===== src/rtl/lcd4_pkg.sv =====
`default_nettype none

package lcd4_pkg;

	localparam int unsigned ValueW   = 14;
	localparam int unsigned WordW    = 32;
	localparam int unsigned Digits   = 4;
	localparam int unsigned Segments = 7;
	localparam int unsigned PinW     = 5;

	localparam int unsigned BackplaneBit = 25;
	localparam logic [ValueW-1:0] MaxShown = ValueW'(9999);

	typedef logic [Segments-1:0] glyph_t;
	typedef logic [PinW-1:0]     pin_t;

	// Glyphs, bit order GFEDCBA
	localparam glyph_t GLYPH_0     = 7'b0111111;
	localparam glyph_t GLYPH_1     = 7'b0000110;
	localparam glyph_t GLYPH_2     = 7'b1011011;
	localparam glyph_t GLYPH_3     = 7'b1001111;
	localparam glyph_t GLYPH_4     = 7'b1100110;
	localparam glyph_t GLYPH_5     = 7'b1101101;
	localparam glyph_t GLYPH_6     = 7'b1111101;
	localparam glyph_t GLYPH_7     = 7'b0000111;
	localparam glyph_t GLYPH_8     = 7'b1111111;
	localparam glyph_t GLYPH_9     = 7'b1101111;
	localparam glyph_t GLYPH_BLANK = 7'b0000000;

	// Pin of segment A..G for each digit, units digit first
	localparam pin_t SEG_PIN [Digits][Segments] = '{
		'{5'd15, 5'd8,  5'd16, 5'd21, 5'd22, 5'd14, 5'd13},
		'{5'd10, 5'd9,  5'd20, 5'd19, 5'd18, 5'd11, 5'd12},
		'{5'd7,  5'd0,  5'd24, 5'd30, 5'd31, 5'd6,  5'd5},
		'{5'd2,  5'd1,  5'd28, 5'd27, 5'd26, 5'd3,  5'd4}
	};

	// Seven-segment font; codes above nine show blank
	function automatic glyph_t font(input logic [3:0] digit);
		glyph_t g;
		unique case (digit)
			4'd0: g = GLYPH_0;
			4'd1: g = GLYPH_1;
			4'd2: g = GLYPH_2;
			4'd3: g = GLYPH_3;
			4'd4: g = GLYPH_4;
			4'd5: g = GLYPH_5;
			4'd6: g = GLYPH_6;
			4'd7: g = GLYPH_7;
			4'd8: g = GLYPH_8;
			4'd9: g = GLYPH_9;
			default: g = GLYPH_BLANK;
		endcase
		return g;
	endfunction

endpackage

`default_nettype wire


===== src/rtl/static_lcd_four_digit_driver.sv =====
// Channel  Dir  Handshake          Payload
// s        in   s_tvalid/s_tready  s_tdata[13:0] display_value
// m        out  m_tvalid/m_tready  m_tdata[31:0] frame_word, m_tuser[0] frame_phase
//
// One tick per cycle sustained while m_tready stays high; the result reaches m_tdata
// through the input register, then the result register.
// Digit split uses constant reciprocal multiplies computed in parallel.
// arst_n clears the valid bits and the drive phase (next tick uses phase 0).
// A stalled output register backs up into the input register before s_tready drops.
`default_nettype none

module static_lcd_four_digit_driver
	import lcd4_pkg::*;
(
	input  wire logic        clk,
	input  wire logic        arst_n,
	input  wire logic        s_tvalid,
	output logic             s_tready,
	input  wire logic [15:0] s_tdata,   // [13:0] display_value, [15:14] zero
	output logic             m_tvalid,
	input  wire logic        m_tready,
	output logic [31:0]      m_tdata,   // [31:0] frame_word
	output logic [0:0]       m_tuser    // [0] frame_phase
);

	logic              phase_q;
	logic              valid_s1;
	logic [ValueW-1:0] value_s1;
	logic              phase_s1;
	logic              valid_s2;
	logic [WordW-1:0]  word_s2;
	logic              phase_s2;

	logic              adv_s1;
	logic              in_xfer;

	// Stage 1 moves on when the result register is empty or being drained
	assign adv_s1   = !valid_s2 || m_tready;
	assign s_tready = !valid_s1 || adv_s1;
	assign in_xfer  = s_tvalid && s_tready;

	// Input register and drive phase
	always_ff @(posedge clk or negedge arst_n) begin
		if (!arst_n) begin
			valid_s1 <= 1'b0;
			phase_q  <= 1'b0;
		end else begin
			if (s_tready) begin
				valid_s1 <= s_tvalid;
			end
			if (in_xfer) begin
				phase_q <= !phase_q;
			end
		end
	end

	always_ff @(posedge clk) begin
		if (in_xfer) begin
			value_s1 <= s_tdata[ValueW-1:0];
			phase_s1 <= phase_q;
		end
	end

	// Saturate and split into decimal digits
	logic [ValueW-1:0] sat;
	logic [27:0]       prod_th;
	logic [26:0]       prod_h;
	logic [26:0]       prod_t;
	logic [3:0]        q1000;
	logic [6:0]        q100;
	logic [9:0]        q10;
	logic [3:0]        dig [Digits];
	logic [Digits-1:0] show;

	always_comb begin
		sat     = (value_s1 > MaxShown) ? MaxShown : value_s1;
		prod_th = 28'(sat) * 28'd8389;
		prod_h  = 27'(sat) * 27'd5243;
		prod_t  = 27'(sat) * 27'd6554;
		q1000   = prod_th[26:23];
		q100    = prod_h[25:19];
		q10     = prod_t[25:16];
		dig[0]  = 4'(sat - ValueW'(q10) * ValueW'(10));
		dig[1]  = 4'(q10 - 10'(q100) * 10'd10);
		dig[2]  = 4'(q100 - 7'(q1000) * 7'd10);
		dig[3]  = q1000;
		show[0] = 1'b1;
		show[1] = sat > ValueW'(9);
		show[2] = sat > ValueW'(99);
		show[3] = sat > ValueW'(999);
	end

	// Font lookup, scatter onto the pin map, then phase inversion and backplane bit
	logic [WordW-1:0] segs;
	logic [WordW-1:0] word_d;
	glyph_t           g [Digits];

	always_comb begin
		segs = '0;
		for (int d = 0; d < Digits; d++) begin
			g[d] = show[d] ? font(dig[d]) : GLYPH_BLANK;
			for (int s = 0; s < Segments; s++) begin
				segs[SEG_PIN[d][s]] = g[d][s];
			end
		end
		if (!phase_s1) begin
			word_d = segs;
			word_d[BackplaneBit] = 1'b0;
		end else begin
			word_d = ~segs;
			word_d[BackplaneBit] = 1'b1;
		end
	end

	// Result register
	always_ff @(posedge clk or negedge arst_n) begin
		if (!arst_n) begin
			valid_s2 <= 1'b0;
		end else if (adv_s1) begin
			valid_s2 <= valid_s1;
		end
	end

	always_ff @(posedge clk) begin
		if (adv_s1 && valid_s1) begin
			word_s2  <= word_d;
			phase_s2 <= phase_s1;
		end
	end

	assign m_tvalid   = valid_s2;
	assign m_tdata    = word_s2;
	assign m_tuser[0] = phase_s2;

endmodule

`default_nettype wire

===== config.mk =====
export PLATFORM = sky130hd
export DESIGN_NAME = static_lcd_four_digit_driver
export DESIGN_NICKNAME = d
export VERILOG_FILES = /design/src/rtl/lcd4_pkg.sv /design/src/rtl/static_lcd_four_digit_driver.sv
export SDC_FILE = /design/constraint.sdc
export NUM_CORES = 1
export LEC_CHECK = 0
export ABC_AREA = 1
export BUFFER_PORTS_ARGS = -buffer_cell sky130_fd_sc_hd__buf_2
export CORE_ASPECT_RATIO = 0.75
export CORE_MARGIN = 4
export CORE_UTILIZATION = 38
export DETAILED_ROUTE_END_ITERATION = 7
export PLACE_DENSITY = 0.56
export SYNTH_ARGS = -nofsm -noshare
export SYNTH_HDL_FRONTEND = slang
export SYNTH_SLANG_ARGS = --single-unit

===== constraint.sdc =====
create_clock -name clk -period 17.45 [get_ports clk]
set_input_delay 1.745 -clock clk [delete_from_list [all_inputs] [get_ports clk]]
set_output_delay 1.745 -clock clk [all_outputs]
set_load 0.02 [all_outputs]

==> results.txt, run 1 <==
CP Depth: 38
cell row count: 53
GR Overflow Total: 0
Final ANT Viol Nets: 0
CP Capture Type: register
Clock Tree Buf Depth: 2
Yosys reg bits: 48
Post-CTS Hold Fix Bufs: 0
Seq/Total Area, Yosys: 13.2%
critical-path maximum fanout: 12
count leader, synth: inv_1
first-pass GRT wire length: 47300 um
core box area: 28100 sq um
worst path required time: 17.50 ns
final critical-path required period: 8.34 ns
vias in the first global route: 8506
RSZ-0062 raised after global routing: false
setup TNS: 0 ns
Ys Warns: 0
GPL Wtd Cong: 0.966
CP bufs+invs: 5
Crit-path slowest cell: fa_1
I/O pin count: 55
reg2reg path depth: 38
WHS Path Cells: 1
Hold Vio Cnt, Final: 0
slew of the pin with the lowest slew margin: 1.08 ns
CTS sink cnt: 48
Yosys top cell area share: 24.5%
Rel. slew slack: 27.9%
Vias: 8629
number of max-cap violations: 0
fill cell count: 2880
FMAX: 120 MHz
port buffer count: 52
setup violators final: 0
cts bufs inserted: 5
Final Cycle Share: 47.8%
clock root buffer: clkbuf_16
Startpoint Class: register
CTS tree: built
syn avg cell area: 8.07 sq um
Clk pin slew, worst setup/hold paths: 0.07 ns
critical path class: reg2reg
GR Util All Layers: 19.2%
initial antenna violation count: 0
post-synth top area cell: ha_1
post-cts gate resize count: 0
data arrival time of the worst path: 8.39 ns
clock insertion delay at the later pin of the skew report: 0.29 ns
Syn Nets: 1687
Setup Fix Bufs, Post-CTS: 0
Cells after Synth: 1342
Final Slew Violations: 0
Die Wd: 203 um
H-tree levels: 2
Post-synth EDFFs: 45
Via-to-Cell Ratio: 4.85
# DRC: 0
die area: 31300 sq um
WL final: 29800 um
cell area after synthesis: 10800 sq um
family with the most delay on the worst path: simple AND/OR/NAND/NOR gates
Main synth FF type: edfxtp_1
iteration-0 DRC count of the detailed router: 601
outcome: complete, no violations
antenna cells: 0
largest net degree at the start of global routing: 31
post-detailed-placement half-perimeter wirelength: 26200 um
die height: 154 um
type of the most critical hold path: reg2reg
Routed WL per cell: 16.8 um
Commonest cells post-synth: inv_1, nand2_1, ha_1
DR pass1 iterations: 5
Post-synth ARST share: 6.25%
layout cells sized above 1: 8.82%
Fin Clk Skew: 0.00589 ns
most used cell, CP: nand2_1
P&R area growth vs syn: 7.66%
Synth cell types: 46
initial core utilization: 38.6%
largest cells by area after synthesis: ha_1, fa_1, edfxtp_1
final net count: 1738
CP max stage delay: 0.62 ns
==> worst paths after layout <==
path | startpoint | to | slack [ns]
min in group asynchronous | arst_n | m_tvalid | 1.24
worst min-delay path | phase_q | phase_q | 0.48
worst min register to register | phase_q | phase_q | 0.48
max in group asynchronous | arst_n | phase_q | 16.10
worst max-delay path | value_s1[6] | m_tdata[10] | 9.11
worst max register to register | value_s1[6] | m_tdata[10] | 9.11
==> sequential cells by signal, indices dropped and copies added, names as in the netlist <==
name	count
value_s1	14
m_tdata	30
phase_q	1
valid_s1	1
phase_s1	1
m_tvalid	1
==> per-stage QoR <==
step	hold WS, ns	std cells	instance area (sq um)	utilization [%]	worst slack, ns
after floorplan	0.442	1342	10800	-	10.31
after global placement	0.466	1771	11500	41.1	9.23
after detailed placement	0.462	1771	11500	41.1	9.23
after CTS	0.486	1779	11700	41.6	9.18
after global routing	0.502	1779	11700	41.6	8.47
final	0.484	1779	11700	41.6	9.11
==> layout make-up <==
type	instances	area, sq um	area share, %
inverter	345	1300	11.1
multi-input combinational	936	8030	68.8
sequential	48	1430	12.2
clock inverter	1	5.00	0.0429
tap	385	482	4.13
clock buffer	7	133	1.14
timing repair buffer	57	298	2.55
==> routing by layer <==
layer,vias up,track usage [%],part of all wire (%)
met4,0,1.58,1.0
met2,247,26.9,39
li1,4302,-,-
met3,26,4.57,8.2
met5,-,0,0
met1,4054,31.0,52
==> cell usage in the layout (no fill, tap or decap), drive strengths merged, types with 2 or more instances in the layout <==
cell	instances
o21a	2
a21o	8
inv	345
edfxtp	45
nor3	12
nor2	81
xor2	30
nand4	27
nor4	2
nand3	59
a21oi	51
o21ai	48
clkbuf	7
or2	10
xnor2	8
a211oi	2
nand3b	2
fa	113
buf	57
ha	212
nand2	261
o21bai	3
dfrtp	3
==> cells by family (layout without fill, tap and decap cells) <==
| group | count (synthesis) | after routing | synth area share [%] |
|---|---|---|---|
| buf+inv | 358 | 410 | 12.8 |
| flops | 48 | 48 | 13.2 |
| xor+xnor | 38 | 38 | 3.14 |
| fa+ha+maj | 325 | 325 | 45.4 |
| compound gates | 119 | 119 | 6.23 |
| simple gates | 454 | 454 | 19.3 |
Power of run 1 is not shown: default switching activity piles up to over one toggle a cycle in this logic, so the estimate is an artifact.
==> run 2, diff against run 1 <==
- PLACE_DENSITY: 0.56 -> 0.58
- clock period: 17.45 -> 7.5 ns (I/O delays scaled with it)
==> run 2 against run 1 <==
Net effect:
- clock skew is 0.0017 ns higher
- critical path depth rose by 5
- first-iteration DRC count is 6.2% lower
- fmax grew 17%
- global-route usage is 0.32 points higher
- flip-flop and latch count did not move
- count of clock-buffer cells in the layout shrank 1
- sequential share of layout area decreased by 0.67 points
- die area unchanged
- non-clock buffer count is 82 higher
- final cell count increased by 4.6%
==> results.txt, run 2 (synthesized netlist as in run 1, its figures left out) <==
outcome: complete, no violations
CTS tree: built
Die Wd: 203 um (unchanged)
WL final: 30500 um (+2.3%)
initial core utilization: 38.6% (unchanged)
cell row count: 53 (unchanged)
first-pass GRT wire length: 48000 um (+1.4%)
initial antenna violation count: 0 (unchanged)
type of the most critical hold path: in2async
Final Slew Violations: 0 (unchanged)
most frequent cells in the layout: inv_1, nand2_1, ha_1
core box area: 28100 sq um (unchanged)
die height: 154 um (unchanged)
GRT met3 Usage: 3.42% (-1.2 points)
Routed WL per cell: 16.4 um (-2.2%)
I/O pin count: 55 (unchanged)
die area: 31300 sq um (unchanged)
GPL Wtd Cong: 0.949 (-1.7%)
Startpoint Class: register
max reg flops: 30 (unchanged)
Clock Tree Buf Depth: 2 (unchanged)
cts bufs inserted: 5 (unchanged)
most used cell, CP: nand2_1
layout cells sized above 1: 14.5% (+5.7 points)
CP max stage delay: 0.56 ns (-0.06 ns)
setup violators final: 0 (unchanged)
critical-path maximum fanout: 12 (unchanged)
Vias: 8928 (+3.5%)
clock root buffer: clkbuf_16
data arrival time of the worst path: 7.17 ns (-1.22 ns)
Final Cycle Share: 94.9% (+47 points)
GR Overflow Total: 0 (unchanged)
vias in the first global route: 8844 (+4.0%)
Crit-path slowest cell: fa_1
number of max-cap violations: 0 (unchanged)
iteration-0 DRC count of the detailed router: 564 (-6.2%)
most common cell after layout, fill and taps aside: inv_1
Final ANT Viol Nets: 0 (unchanged)
H-tree levels: 2 (unchanged)
slew of the pin with the lowest slew margin: 1.07 ns (-0.0159 ns)
Hold Vio Cnt, Final: 0 (unchanged)
antenna cells: 0 (unchanged)
FMAX: 141 MHz (+17%)
final critical-path required period: 7.12 ns (-1.23 ns)
critical path class: reg2reg
final net count: 1820 (+4.7%)
largest net degree at the start of global routing: 31 (unchanged)
Fin Clk Skew: 0.00760 ns (+0.00171 ns)
clock insertion delay at the later pin of the skew report: 0.30 ns (about the same)
port buffer count: 52 (unchanged)
GR Util met2: 27.8% (+0.96 points)
Non-Filler Instances: 1861 (+4.6%)
post-detailed-placement half-perimeter wirelength: 26900 um (+2.6%)
CTS sink cnt: 48 (unchanged)
Post-CTS Hold Fix Bufs: 0 (unchanged)
CP Capture Type: register
GR Util All Layers: 19.5% (+0.32 points)
Rel. slew slack: 28.9% (+1.1 points)
Inst Count DP: 1845 (+4.2%)
Via-to-Cell Ratio: 4.80 (-1.1%)
P&R area growth vs syn: 13.9%
worst path required time: 7.55 ns (-9.95 ns)
# DRC: 0 (unchanged)
grt peak-use layer: met1
Clk pin slew, worst setup/hold paths: 0.07 ns (about the same)
DR pass1 iterations: 5 (unchanged)
met1 Usage GRT: 31.6% (+0.58 points)
[run 2: timing repair]
item / 4_1_cts / 5_1_grt
endpoints found under the setup margin: 0 / 21
setup buffers: 0 / 8
gates resized for setup: 0 / 10
[run 2: path summary, 6_finish.rpt]
path	slack, ns	cells past startpoint	from	end
max	0.38	43	value_s1[5]	m_tdata[19]
min	0.24	1	arst_n	phase_q
max reg2reg	0.38	43	value_s1[5]	m_tdata[19]
min reg2reg	0.47	1	phase_q	phase_q
max in group asynchronous	7.15	1	arst_n	m_tvalid
min in group clk	0.47	1	phase_q	phase_q
[run 2: metrics by stage]
stage / worst slack (ns) / cell area (sq um) / hold WS, ns / TNS [ns] / util (%)
global placement: 0.321 / 12100 / 0.456 / 0 / 43.1
floorplan: 0.361 / 10800 / 0.442 / 0 / -
detailed placement: 0.232 / 12100 / 0.459 / 0 / 43.1
CTS: 0.198 / 12200 / 0.233 / 0 / 43.6
finish: 0.384 / 12300 / 0.241 / 0 / 44.0
global route: -0.0354 / 12300 / 0.226 / -0.0710 / 44.0
[run 2: layer usage]
metal  vias up  share of wire (%)
li1       4468                  -
met1      4181                 52
met2       245                 39
met3        34                7.9
met4         0                1.4
met5         -                  0
[run 2: worst max-delay path, delay by kind of cell (launching register included)]
family | cells | cell delay [ns]
xor gates and xnor gates | 1 | 0.15
AOI/OAI and AO/OA | 2 | 0.27
adders and majority gates | 8 | 2.94
DFF | 1 | 0.44
and+or+nand+nor | 22 | 2.29
buffers and inverters | 10 | 0.74
[run 2: cell type report]
cell class / count / area [sq um]
clock buffer: 6 / 139
clock inverter: 2 / 13.8
fill: 2779 / 15700
inverter: 345 / 1300
multi-input combinational: 936 / 8050
sequential: 48 / 1430
tap: 385 / 482
timing repair buffer: 139 / 926
Power of run 2 is left out for the same reason.
==> run 3, diff against run 2 <==
- BUFFER_PORTS_ARGS: -buffer_cell sky130_fd_sc_hd__buf_2 -> -buffer_cell sky130_fd_sc_hd__buf_4
==> run 3 against run 2 <==
Net effect:
- non-clock buffer count down 16
- critical path depth down 6
- worst hold slack lost 0.0053 ns
- design area up 0.31%
- die area stayed put
- wire length is 1.3% lower
- setup slack improved by 0.0059 ns
- final cell count decreased by 0.75%
- first-iteration DRC count decreased by 3.0%
- clock skew down 0.0038 ns
- fmax is essentially flat
- register-to-register slack about the same
- critical endpoint is now m_tdata[18]
- largest cell class unchanged
==> results.txt, run 3 (synthesized netlist as in run 1, its figures left out) <==
most frequent cells in the layout: inv_1, nand2_1, ha_1
post-detailed-placement half-perimeter wirelength: 26500 um (-1.5%)
# DRC: 0 (unchanged)
Final Cycle Share: 94.8% (about the same)
critical path class: reg2reg
first-pass GRT wire length: 46600 um (-3.0%)
layout cells sized above 1: 13.7% (-0.81 points)
critical-path maximum fanout: 12 (unchanged)
outcome: complete, no violations
setup TNS: 0 ns (unchanged)
final critical-path required period: 7.11 ns (-0.00591 ns)
CTS sink cnt: 48 (unchanged)
final net count: 1805 (-0.82%)
worst path required time: 7.55 ns (about the same)
most used cell, CP: nand2_1
cts bufs inserted: 5 (unchanged)
GR Util All Layers: 19.1% (-0.40 points)
Clk pin slew, worst setup/hold paths: 0.06 ns (about the same)
type of the most critical hold path: in2async
cell row count: 53 (unchanged)
Fin Clk Skew: 0.00384 ns (-0.00376 ns)
Final ANT Viol Nets: 0 (unchanged)
Hold Vio Cnt, Final: 0 (unchanged)
die area: 31300 sq um (unchanged)
Routed WL per cell: 16.3 um (-0.58%)
CP max stage delay: 0.66 ns (+0.10 ns)
CP Capture Type: register
family with the most delay on the worst path: adder cells
CP bufs+invs: 6 (-4)
Startpoint Class: register
die height: 154 um (unchanged)
core box area: 28100 sq um (unchanged)
largest net degree at the start of global routing: 31 (unchanged)
iteration-0 DRC count of the detailed router: 547 (-3.0%)
most common cell after layout, fill and taps aside: inv_1
max reg flops: 30 (unchanged)
P&R area growth vs syn: 14.3%
initial core utilization: 38.6% (unchanged)
Post-CTS Hold Fix Bufs: 0 (unchanged)
Final Slew Violations: 0 (unchanged)
FMAX: 141 MHz (about the same)
GR Overflow Total: 0 (unchanged)
RSZ-0062 raised after global routing: false
Vias: 8822 (-1.2%)
setup violators final: 0 (unchanged)
Crit-path slowest cell: fa_1
GPL Wtd Cong: 0.953 (+0.39%)
clock root buffer: clkbuf_16
Rel. slew slack: 28.3% (-0.67 points)
clock insertion delay at the later pin of the skew report: 0.29 ns (about the same)
WL final: 30100 um (-1.3%)
I/O pin count: 55 (unchanged)
DR pass1 iterations: 5 (unchanged)
number of max-cap violations: 0 (unchanged)
slew of the pin with the lowest slew margin: 1.08 ns (+0.00997 ns)
initial antenna violation count: 0 (unchanged)
data arrival time of the worst path: 7.16 ns (about the same)
Clock Tree Buf Depth: 2 (unchanged)
Final Util: 44.1% (+0.14 points)
vias in the first global route: 8531 (-3.5%)
CTS tree: built
Die Wd: 203 um (unchanged)
H-tree levels: 2 (unchanged)
Via-to-Cell Ratio: 4.78 (-0.44%)
port buffer count: 52 (unchanged)
run 3: cell count changes in the layout (fill, tap and decap cells not counted), sizes merged:
cell      previous run  this run
clkinvlp             1         0
buf                139       123
clkbuf               6         7
diode                0         1
nand3               59        60
run 3: worst paths after layout:
kind	from	to	slack, ns	depth (start not counted)
min	arst_n	phase_q	0.24	1
max	value_s1[5]	m_tdata[18]	0.39	37
max reg2reg	value_s1[5]	m_tdata[18]	0.39	37
max in group asynchronous	arst_n	valid_s1	7.17	1
min in group clk	phase_q	phase_q	0.47	1
min reg2reg	phase_q	phase_q	0.47	1
run 3: per-stage QoR:
step           instance area, sq um  instances  hold WS [ns]  setup slack [ns]
6_report                      12400       1847         0.236             0.390
5_1_grt                       12400       1846         0.220           0.00588
4_1_cts                       12300       1838         0.227            0.0964
3_5_place_dp                  12100       1830         0.462             0.117
3_3_place_gp                  12100       1830         0.455             0.156
2_1_floorplan                 10800       1342         0.442             0.361
run 3: what timing repair did:
action,CTS,global route
endpoints found under the setup margin,0,21
setup buffers,0,7
gates resized for setup,0,16
run 3: area by class of cell:
type,count,area (sq um)
Fill cell,2824,15700
Multi-Input combinational cell,937,8100
Sequential cell,48,1430
Inverter,345,1300
Timing Repair Buffer,123,923
Tap cell,385,482
Clock buffer,7,143
Clock inverter,1,8.76
Antenna cell,1,2.50
run 3: worst register-to-register path, delay by kind of cell (launching register included):
family                     cells  cell delay [ns]
and+or+nand+nor               20             2.12
DFF                            1             0.44
xor gates and xnor gates       1             0.15
buffers and inverters          6             0.57
adders and majority gates      9             3.41
AOI/OAI and AO/OA              1             0.16
run 3: per-layer routing:
metal | up-vias | routed length [um] | track usage, %
li1 | 4443 | - | -
met1 | 4122 | 15300 | 29.7
met2 | 224 | 11800 | 27.1
met3 | 33 | 2580 | 5.32
met4 | 0 | 382 | 2.49
met5 | - | 0 | 0
Power of run 3 is left out for the same reason.
